### src/rtl/emboss_shade_window_core_assert.svh
`ifndef EMBOSS_SHADE_WINDOW_CORE_ASSERT_SVH
`define EMBOSS_SHADE_WINDOW_CORE_ASSERT_SVH

// Checks a property on every rising clock edge outside reset.
`define ESW_ASSERT(label, prop, msg) \
   label: assert property (@(posedge clock) disable iff (reset) prop) else $error(msg);

// Checks that a condition never holds outside reset.
`define ESW_NEVER(label, cond, msg) \
   `ESW_ASSERT(label, !(cond), msg)

`endif

### src/rtl/esw_pkg.sv
`default_nettype none
package esw_pkg;

   localparam int GradW  = 19;
   localparam int DotW   = 34;
   localparam int SumW   = 37;
   localparam int AccW   = 72;
   localparam int NumW   = 70;
   localparam int QuoW   = 32;
   localparam int RootW  = 16;
   localparam int MulW   = 20;
   localparam int StepW  = 7;

   localparam logic [1:0] CSR_LIGHT_X  = 2'd0;
   localparam logic [1:0] CSR_LIGHT_Y  = 2'd1;
   localparam logic [1:0] CSR_LIGHT_Z  = 2'd2;
   localparam logic [1:0] CSR_NORMAL_Z = 2'd3;

   localparam logic [15:0] LIGHT_X_RST  = 16'd22819;
   localparam logic [15:0] LIGHT_Y_RST  = 16'd4024;
   localparam logic [14:0] LIGHT_Z_RST  = 15'd23170;
   localparam logic [15:0] NORMAL_Z_RST = 16'd3277;

   typedef struct packed {
      logic        row_start;
      logic [15:0] top_luma;
      logic [15:0] top_alpha;
      logic [15:0] mid_luma;
      logic [15:0] mid_alpha;
      logic [15:0] bot_luma;
      logic [15:0] bot_alpha;
   } req_type;

   typedef struct packed {
      logic [15:0] shade;
      logic [15:0] centre_alpha;
   } rsp_type;

   typedef struct packed {
      logic signed [GradW-1:0] nx;
      logic signed [GradW-1:0] ny;
      logic [15:0]             alpha;
   } grad_type;

   typedef struct packed {
      logic signed [15:0] light_x;
      logic signed [15:0] light_y;
      logic [14:0]        light_z;
      logic [15:0]        normal_z;
   } cfg_type;

   typedef struct packed {
      logic full;
      logic empty;
   } queue_status_type;

   typedef enum logic [2:0] {
      BK_IDLE,
      BK_MUL,
      BK_DIV,
      BK_ROOT,
      BK_DONE
   } back_state_type;

endpackage
`default_nettype wire

### src/rtl/esw_queue.sv
`default_nettype none
module esw_queue
   import esw_pkg::*;
(
   input  wire logic       clock,
   input  wire logic       reset,
   input  wire logic       push,
   input  wire grad_type   wr_data,
   input  wire logic       pop,
   output grad_type        rd_data,
   output queue_status_type status
);

   grad_type    mem_ff [2];
   logic        wr_ff, wr_in;
   logic        rd_ff, rd_in;
   logic [1:0]  cnt_ff, cnt_in;

   always_comb begin
      status.full = (cnt_ff == 2'd2);
      status.empty = (cnt_ff == 2'd0);
      rd_data = mem_ff[rd_ff];
      wr_in = push ? ~wr_ff : wr_ff;
      rd_in = pop ? ~rd_ff : rd_ff;
      cnt_in = cnt_ff + 2'(push) - 2'(pop);
   end

   always_ff @(posedge clock) begin
      if (push) begin
         mem_ff[wr_ff] <= wr_data;
      end
   end

   always_ff @(posedge clock) begin
      if (reset) begin
         wr_ff <= 1'b0;
         rd_ff <= 1'b0;
         cnt_ff <= 2'd0;
      end else begin
         wr_ff <= wr_in;
         rd_ff <= rd_in;
         cnt_ff <= cnt_in;
      end
   end

endmodule
`default_nettype wire

### config.mk
export PLATFORM = sky130hd
export DESIGN_NAME = esw_queue
export DESIGN_NICKNAME = d
export VERILOG_FILES = /design/src/rtl/emboss_shade_window_core_assert.svh /design/src/rtl/esw_pkg.sv /design/src/rtl/esw_queue.sv
export SDC_FILE = /design/constraint.sdc
export NUM_CORES = 1
export LEC_CHECK = 0
export BUFFER_PORTS_ARGS = -buffer_cell sky130_fd_sc_hd__buf_2
export CORE_MARGIN = 4
export CORE_UTILIZATION = 46
export DETAILED_ROUTE_END_ITERATION = 8
export PLACE_DENSITY_LB_ADDON = 0.2
export SYNTH_ARGS = -nofsm -noshare
export SYNTH_HDL_FRONTEND = slang
export SYNTH_SLANG_ARGS = --single-unit
### constraint.sdc
create_clock -name clock -period 5 [get_ports clock]
set_input_delay 0.5 -clock clock [delete_from_list [all_inputs] [get_ports clock]]
set_output_delay 0.5 -clock clock [all_outputs]
set_load 0.02 [all_outputs]
==> impl_metrics.tcl <==
set metrics [dict create \
    clk_latency_ps 490 \
    cts_buffers 17 \
    power.internal_mw 2.04 \
    finalHoldViolCount 0 \
    yosysWarnings 0 \
    cts_tree "yes" \
    antenna_cells 0 \
    die_height_um 105 \
    layout_worst_path_cycle_share_pct 52.1 \
    cts_root_buffer "clkbuf_8" \
    maxSlewViolCount 0 \
    ios 114 \
    arrival_ps 2110 \
    min_path_type "input port to flip-flop" \
    slew-limit-headroom_pct 32.7 \
    place.detailed.instances 427 \
    die_area_um2 11100 \
    startpoint_type "flip-flop" \
    drt_first_pass_iters 4 \
    rsz0062_at_grt "no" \
    antenna_found_initial 0 \
    fmax_mhz 384 \
    power.density_nw_per_um2 467 \
    swShare_pct 21.8 \
    num_rows 35 \
    hold_buffers 0 \
    start_util_pct 47.3 \
    finalWirelength_um 7310 \
    cts_setup_buffers 0 \
    cts_max_path_buffers 2 \
    drc 0 \
    via_per_inst 4.58 \
    synth_nets 249 \
    clk_pin_slew_ps 50 \
    fillers 698 \
    avgSynthCellArea_um2 23.1 \
    instances_no_fill 457 \
    dp_hpwl_um 4670 \
    track_usage_pct 13.8 \
    dp_slack_ps 2740 \
    synth_cells 189 \
    overflow 0 \
    cap_violations 0 \
    holdWs_ps 194 \
    skew_ps 4.58 \
    fin_tns_setup_ps 0 \
    status "finished, final reports clean" \
    cts_resized 0 \
    synthDistinctLibCells 13 \
    grt_pass1_vias 2311 \
    leakage_nw 2.25 \
    finalCoreUtilization_pct 60.6 \
    setup_viol 0 \
    comb_power_share_pct 11.0 \
    dieWidth_um 105 \
    power_frac_seq_pct 43.8 \
    cts_sinks 113 \
    vias 2093 \
    ys_ff_latch 113 \
    drive_above_1_share_pct 61.0 \
    gp_congestion 0.694 \
    clkPwrFrac_pct 45.2 \
    p_sw_mw 0.570 \
    period_needed_ps 2610 \
    vdd_drop_max_v 0.000265 \
    fin_ws_ps 2390 \
    syn_area_um2 4370 \
    endpoint_kind "primary output" \
    drtIter0Drc 87 \
    path_max_fanout 54 \
    ant_nets 0 \
    post_drt_wl_per_cell_um 16.0 \
    grt_max_degree 55 \
    portBuffers 113 \
    htree_levels 4 \
    syn2layout_area_growth_pct 28.1 \
    coreArea_um2 9240 \
    grt_pass1_wl_um 11400 \
    seq_area_frac_synth_pct 76.6 \
    tightestPinTransition_ps 1010 \
    crit_type "flip-flop to primary output" \
    worstPathRequired_ps 4500 \
    fin_nets 377 \
]
-- power by group through the flow --
stage                     combinational (mW)  sequential [mW]  clock, mW
final                                  0.287             1.15       1.18
after global routing                   0.309             1.15       1.25
after global placement                 0.289             1.16          0
after floorplan                        0.231             1.14          0
after CTS                              0.293             1.15       1.20
after detailed placement               0.292             1.17          0
-- synthesized netlist by cell type --
library cell	number	share of area, %
mux2_4	50	17
edfxtp_1	108	74
nor2_1	5	0.43
xnor2_1	2	0.40
mux2_2	4	1.0
buf_6	1	0.26
xnor3_1	1	0.52
and2_1	1	0.14
dfxtp_1	5	2.3
buf_12	5	2.3
inv_1	2	0.17
ha_1	2	0.57
nor2b_1	3	0.43
-- cells by family (layout without fill, tap and decap cells) --
kind of cell / after synthesis / in the layout / share of synthesized area (%)
adders and majority gates: 2 / 2 / 0.573
xor gates and xnor gates: 3 / 3 / 0.917
buffers and inverters: 8 / 147 / 2.72
DFF: 113 / 113 / 76.6
and+or+nand+nor: 9 / 9 / 1.00
muxes: 54 / 54 / 18.2
-- flip-flops by register name (all words and copies together), names as in the netlist, named ones only --
name / cells
cnt_ff: 2
mem_ff: 108
rd_ff: 1
wr_ff: 1
-- placed cells by master, fill, tap and decap left out, types with 2 or more instances in the layout --
cell,n
buf_2,113
buf_4,2
bufinv_16,4
clkbuf_16,16
clkinv_2,4
clkinvlp_4,2
dfxtp_1,4
edfxtp_1,108
ha_1,2
inv_1,2
mux2_2,4
mux2_4,50
nor2_1,5
nor2b_1,2
xnor2_1,2
-- worst paths after layout --
check,startpoint,to,slack (ps),cells past startpoint
worst min-delay path,wr_data[43],mem_ff[0][43],190,1
worst min register to register,rd_ff,flip-flop,510,2
worst max-delay path,flip-flop,rd_data[1],2390,2
worst max register to register,wr_ff,mem_ff[0][42],3110,2
-- metal layers --
layer | wire length [um] | global-route usage, %
met1 | 2980 | 15.8
met2 | 3800 | 22.5
met3 | 477 | 5.94
met4 | 61 | 6.19
met5 | 0 | 0
-- worst max-delay path: stages, from the launching register on --
cell and delay [ps]:
dfxtp_4 1020, mux2_2 420, buf_2 160
-- metrics by stage --
stage          area (um2)  total power, mW
3_5_place_dp         5010             1.46
4_1_cts              5600             2.65
3_3_place_gp         5010             1.45
6_report             5600             2.61
5_1_grt              5600             2.71
2_1_floorplan        4370             1.37
-- final cells by class --
type                    instances  area [um2]  share of cell area (%)
flip-flops and latches        113        3350                    59.8
multi-input cells              68         913                    16.3
repair buffers                115         581                    10.4
clock buffers                  18         418                    7.47
clock inverters                12         168                    3.00
well taps                     129         161                    2.88
inverters                       2        7.51                   0.134
No activity file was read; power rests on OpenSTA's default activity.
