## config.mk

```make
export PLATFORM = sky130hd
export DESIGN_NAME = esw_front
export DESIGN_NICKNAME = d
export VERILOG_FILES = /design/src/rtl/emboss_shade_window_core_assert.svh /design/src/rtl/esw_pkg.sv /design/src/rtl/esw_front.sv
export SDC_FILE = /design/constraint.sdc
export NUM_CORES = 2
export LEC_CHECK = 0
export BUFFER_PORTS_ARGS = -buffer_cell sky130_fd_sc_hd__buf_2
export CAP_MARGIN = 30
export CORE_MARGIN = 4
export CORE_UTILIZATION = 65
export CTS_CLUSTER_DIAMETER = 30
export DETAILED_ROUTE_END_ITERATION = 7
export PLACE_DENSITY = 0.83
export SYNTH_ARGS = -nofsm -noshare
export SYNTH_HDL_FRONTEND = slang
export SYNTH_SLANG_ARGS = --single-unit
```

## constraint.sdc

```tcl
create_clock -name clock -period 10.6 [get_ports clock]
set_clock_uncertainty 0.1 [all_clocks]
set_input_delay 0.53 -clock clock [delete_from_list [all_inputs] [get_ports clock]]
set_output_delay 0.53 -clock clock [all_outputs]
set_load 0.01 [all_outputs]
```

## src/rtl/emboss_shade_window_core_assert.svh

```systemverilog
`ifndef EMBOSS_SHADE_WINDOW_CORE_ASSERT_SVH
`define EMBOSS_SHADE_WINDOW_CORE_ASSERT_SVH

// Checks a property on every rising clock edge outside reset.
`define ESW_ASSERT(label, prop, msg) \
   label: assert property (@(posedge clock) disable iff (reset) prop) else $error(msg);

// Checks that a condition never holds outside reset.
`define ESW_NEVER(label, cond, msg) \
   `ESW_ASSERT(label, !(cond), msg)

`endif

```

## src/rtl/esw_pkg.sv

```systemverilog
`default_nettype none
package esw_pkg;

   localparam int GradW  = 19;
   localparam int DotW   = 34;
   localparam int SumW   = 37;
   localparam int AccW   = 72;
   localparam int NumW   = 70;
   localparam int QuoW   = 32;
   localparam int RootW  = 16;
   localparam int MulW   = 20;
   localparam int StepW  = 7;

   localparam logic [1:0] CSR_LIGHT_X  = 2'd0;
   localparam logic [1:0] CSR_LIGHT_Y  = 2'd1;
   localparam logic [1:0] CSR_LIGHT_Z  = 2'd2;
   localparam logic [1:0] CSR_NORMAL_Z = 2'd3;

   localparam logic [15:0] LIGHT_X_RST  = 16'd22819;
   localparam logic [15:0] LIGHT_Y_RST  = 16'd4024;
   localparam logic [14:0] LIGHT_Z_RST  = 15'd23170;
   localparam logic [15:0] NORMAL_Z_RST = 16'd3277;

   typedef struct packed {
      logic        row_start;
      logic [15:0] top_luma;
      logic [15:0] top_alpha;
      logic [15:0] mid_luma;
      logic [15:0] mid_alpha;
      logic [15:0] bot_luma;
      logic [15:0] bot_alpha;
   } req_type;

   typedef struct packed {
      logic [15:0] shade;
      logic [15:0] centre_alpha;
   } rsp_type;

   typedef struct packed {
      logic signed [GradW-1:0] nx;
      logic signed [GradW-1:0] ny;
      logic [15:0]             alpha;
   } grad_type;

   typedef struct packed {
      logic signed [15:0] light_x;
      logic signed [15:0] light_y;
      logic [14:0]        light_z;
      logic [15:0]        normal_z;
   } cfg_type;

   typedef struct packed {
      logic full;
      logic empty;
   } queue_status_type;

   typedef enum logic [2:0] {
      BK_IDLE,
      BK_MUL,
      BK_DIV,
      BK_ROOT,
      BK_DONE
   } back_state_type;

endpackage
`default_nettype wire

```

## src/rtl/esw_front.sv

```systemverilog
`default_nettype none
module esw_front
   import esw_pkg::*;
(
   input  wire logic     clock,
   input  wire logic     reset,
   input  wire logic     accept,
   input  wire req_type  req,
   output logic          push,
   output grad_type      grad
);

   logic [15:0] left_ff [3];
   logic [15:0] mid_ff [3];
   logic [15:0] left_in [3];
   logic [15:0] mid_in [3];
   logic [15:0] malpha_ff, malpha_in;
   logic [1:0]  seen_ff, seen_in;
   logic [1:0]  seen_eff;
   logic [15:0] cur [3];
   logic [31:0] p0, p1, p2;

   function automatic logic signed [GradW-1:0] ext(input logic [15:0] v);
      return $signed({{(GradW-16){1'b0}}, v});
   endfunction

   always_comb begin
      p0 = 32'(req.top_luma) * 32'(req.top_alpha);
      p1 = 32'(req.mid_luma) * 32'(req.mid_alpha);
      p2 = 32'(req.bot_luma) * 32'(req.bot_alpha);
      cur[0] = p0[31:16];
      cur[1] = p1[31:16];
      cur[2] = p2[31:16];
      seen_eff = req.row_start ? 2'd0 : seen_ff;
      grad.nx = ext(left_ff[0]) + ext(mid_ff[0]) + ext(cur[0])
              - ext(left_ff[2]) - ext(mid_ff[2]) - ext(cur[2]);
      grad.ny = ext(cur[0]) + ext(cur[1]) + ext(cur[2])
              - ext(left_ff[0]) - ext(left_ff[1]) - ext(left_ff[2]);
      grad.alpha = malpha_ff;
      push = accept && (seen_eff == 2'd2);
      left_in = left_ff;
      mid_in = mid_ff;
      malpha_in = malpha_ff;
      seen_in = seen_ff;
      if (accept) begin
         left_in = mid_ff;
         mid_in = cur;
         malpha_in = req.mid_alpha;
         seen_in = (seen_eff == 2'd2) ? 2'd2 : seen_eff + 2'd1;
      end
   end

   always_ff @(posedge clock) begin
      if (reset) begin
         seen_ff <= 2'd0;
         malpha_ff <= 16'd0;
         for (int i = 0; i < 3; i++) begin
            left_ff[i] <= 16'd0;
            mid_ff[i] <= 16'd0;
         end
      end else begin
         seen_ff <= seen_in;
         malpha_ff <= malpha_in;
         left_ff <= left_in;
         mid_ff <= mid_in;
      end
   end

endmodule
`default_nettype wire

```

==> impl.org <==
** Synthesis
- Yosys mapped the design onto 61 distinct sky130hd cell types.
- Synthesis produced a netlist whose cell count is 3557.
- Counting every net in the synthesized netlist gives 4707.
- Counting flops with a built-in enable in the synthesized netlist gives 0.
- Dividing the synthesized area by the synthesized cell count gives 9.111 µm².
- Post-synthesis register bit count :: 114
- Sequential fraction of the synthesis area :: 7.042%
- Counting flops with an async set or reset pin after synthesis yields a share of 0%.
- Most used flip-flop cell after synthesis :: sky130_fd_sc_hd__dfxtp_1
- The mapped netlist covers 0.03241 mm².
- During synthesis, Yosys emitted a total of 0 warnings.

** Worst hold path
- Worst hold path cell count :: 2
- Hold path start :: reset
- End point of the worst hold path :: mid_ff[15]$_SDFFE_PP0P_
- The worst hold path belongs to the class input pin to flip-flop.

** Timing
- Setup violations remaining at the end of the flow were counted as 0.
- Crit share post-route :: 97.34%
- The hold violation count in the final report was 0.
- For the final routed database, the setup TNS stands at 0 ns.
- Highest achievable clock rate :: 0.09692 GHz
- Max-slew violations :: 0
- The worst pin sits at a relative slew slack of 51.92%.
- For the finished layout, the period the worst path requires is 10.32 ns.
- Transition time at the pin with the least slew margin :: 0.7212 ns

** GRT
- The first global-routing pass estimated 127.8 mm of wire.
- All-Layer GR Usage :: 29.45%
- Entering global routing, the biggest net connects 79 pins.
- The number of antenna violations at the first check in global routing was 4.
- The number of global-route vias before repair came to 26500.
- After global routing the overflow that remains totals 0.

** Setup path
- The worst register-to-register path has a depth of 4.
- CP endpoint kind :: primary output
- Data on the critical path arrives at its endpoint at 9.69 ns.
- Setup crit start kind :: input pin
- The startpoint identified for the worst register-to-register timing path is seen_ff[1]$_SDFFE_PP0P_.
- Along the worst path, the maximum fanout reaches 12.
- Req. time, crit path :: 9.97 ns
- Most prevalent standard cell on the critical path :: sky130_fd_sc_hd__fa_1
- Critical-path top delay cell :: sky130_fd_sc_hd__fa_1
- Worst path max stage delay :: 0.54 ns
- R2R Path End :: seen_ff[1]$_SDFFE_PP0P_
- Slack of the worst reg-to-reg path :: 9.49 ns
- Critical path type :: input pin to primary output

** Final layout
- The final layout contains 4884 nets.
- Of the cells placed in the final design, the portion with a size suffix greater than 1 is 10.27%.
- For this run, the number of standard cells in the final layout without fillers is 4415.
- Compared with the post-synthesis result, the final layout area differs by 9.599%.

** Clock tree
- Clock-pin slew was measured on the worst setup and hold paths at 0.06 ns.
- Num Clock Sinks :: 114
- For this design, the CTS-stage hold fixing added 0 buffers.
- Buffers inserted during clock tree synthesis total 17.
- Maximum count of clock buffers along a single path :: 2
- TritonCTS built the clock tree.
- The clock reaches the later pin of the worst-skew pair after 0.44 ns.
- The root buffer cell chosen for the clock tree is sky130_fd_sc_hd__clkbuf_16.
- The clock tree synthesis step divided the H-tree into 4 levels.

** Floorplanning
- Area of the die :: 0.05349 mm²
- Initial core utilization :: 65.93%
- Pin placement for this block handled 155 I/O pins.
- Die Span X :: 231.3 µm
- Die outline height :: 231.3 µm
- Number of placement rows :: 81
- CORE AREA :: 0.04915 mm²

** Routing
- Avg Vias per Cell :: 5.495
- Total DRC errors in the routed layout :: 0
- The detail route stage leaves a number of antenna-violating nets equal to 0.
- Wire length per cell :: 17.36 µm
- The first routing iteration left 1449 violations.
- For this run, the detailed router's first-pass iteration total came to 6.
- For this block, the via count after detailed routing is 24260.
- The routed design has 76.64 mm of wire.

** Placement
- After legalization and detailed placement, the total HPWL measured 62.73 mm.
- Cells after DPL :: 4367
- Port buffering added 154 buffers.
- Routability-driven placement finished with a final weighted congestion of 0.9027.

** Outcome
- Run status :: finished clean

** Job
- Max-cap violations in this run came to 0.
metrics by stage:
stage | setup WS [ns] | hold WS (ns) | instance area [µm²] | util, %
2_1_floorplan | 0.6197 | 0.3417 | 32410 | -
3_3_place_gp | 0.05224 | 0.3613 | 34420 | 70.02
5_1_grt | -0.06249 | 0.3284 | 35510 | 72.25
3_5_place_dp | -0.1453 | 0.3639 | 34450 | 70.08
6_report | 0.2821 | 0.3133 | 35520 | 72.26
4_1_cts | -0.009950 | 0.2967 | 35030 | 71.26
logic make-up (layout without fill, tap and decap cells):
logic type	after synthesis	count (layout)	share of synthesized area, %
buf+inv	994	1184	11.51
other cells	0	4	0
fa+ha+maj	1050	1050	56.69
mux	102	102	3.166
simple gates	1002	1002	14.89
flops	114	114	7.042
xor+xnor	87	87	2.351
compound gates	208	208	4.351
worst max path at each step:
stage,endpoint,from,slack (ns),cells after the start
3_5_place_dp,grad[31],req[33],-0.15,35
6_report,grad[33],req[59],0.28,36
5_1_grt,grad[51],req[89],-0.06,37
4_1_cts,grad[31],req[4],-0.01,36
3_3_place_gp,grad[31],req[33],0.05,35
2_1_floorplan,grad[31],req[41],0.62,36
worst max-delay path, delay by kind of cell:
kind / cells / cell delay [ns]
compound gates: 13 / 2.77
xor+xnor: 1 / 0.13
fa+ha+maj: 11 / 5.06
simple gates: 1 / 0.21
buf+inv: 10 / 0.98
routing by layer:
layer | global-route usage [%] | up-vias | share of wire (%)
met5 | 0 | - | 0
li1 | - | 10910 | -
met2 | 52.27 | 823 | 52
met1 | 37.44 | 12290 | 38
met4 | 10.47 | 0 | 4.1
met3 | 3.503 | 245 | 5.8
sequential cells by signal (all words and copies together), names as in the netlist:
register	count
left_ff	48
mid_ff	48
malpha_ff	16
seen_ff	2
synth_stat cells, drive strengths merged (8+ instances only):
cell type	instances	area share, %
a211oi	8	0.22
a21o	31	0.72
a21oi	57	0.88
a31oi	8	0.15
and2	345	6.7
clkbuf	118	1.4
dfxtp	114	7.0
fa	697	43
ha	353	14
inv	869	10
mux2i	98	3.0
nand2	443	5.1
nand2b	18	0.35
nand3	9	0.14
nand4	11	0.21
nor2	132	1.5
nor2b	14	0.27
nor3	11	0.17
o21a	8	0.19
o21ai	33	0.51
o21bai	21	0.49
xnor2	64	1.7
xor2	23	0.62
placed cells by master (no fill, tap or decap), types with 56 or more instances in the layout:
cell                      Yosys  routed
sky130_fd_sc_hd__buf_4        0     133
sky130_fd_sc_hd__dfxtp_1    114     114
sky130_fd_sc_hd__mux2i_1     98      98
sky130_fd_sc_hd__xnor2_1     64      56
sky130_fd_sc_hd__inv_1      869     869
sky130_fd_sc_hd__nand2_1    443     442
sky130_fd_sc_hd__buf_2        0     133
sky130_fd_sc_hd__fa_1       697     693
sky130_fd_sc_hd__ha_1       353     350
sky130_fd_sc_hd__nor2_1     132     131
sky130_fd_sc_hd__and2_1     345     343
repair_timing:
item / in CTS / in global routing
setup buffers: 0 / 11
endpoints found under the hold margin: 0 / 0
cloned: 0 / 0
endpoints found under the setup margin: 5 / 13
pin swaps: 1 / 27
gates resized for setup: 9 / 87
area by class of cell:
class / instances / area, µm²
antenna: 4 / 10.01
clock buffer: 17 / 425.4
clock inverter: 15 / 126.4
fill: 3520 / 13640
inverter: 869 / 3262
multi-input combinational: 2449 / 26730
sequential: 114 / 2282
tap: 664 / 830.8
timing repair buffer: 283 / 1847
Power is left out: the tool's default activity adds up to more than one toggle a clock period on the data nets, which glitch-free logic cannot reach.
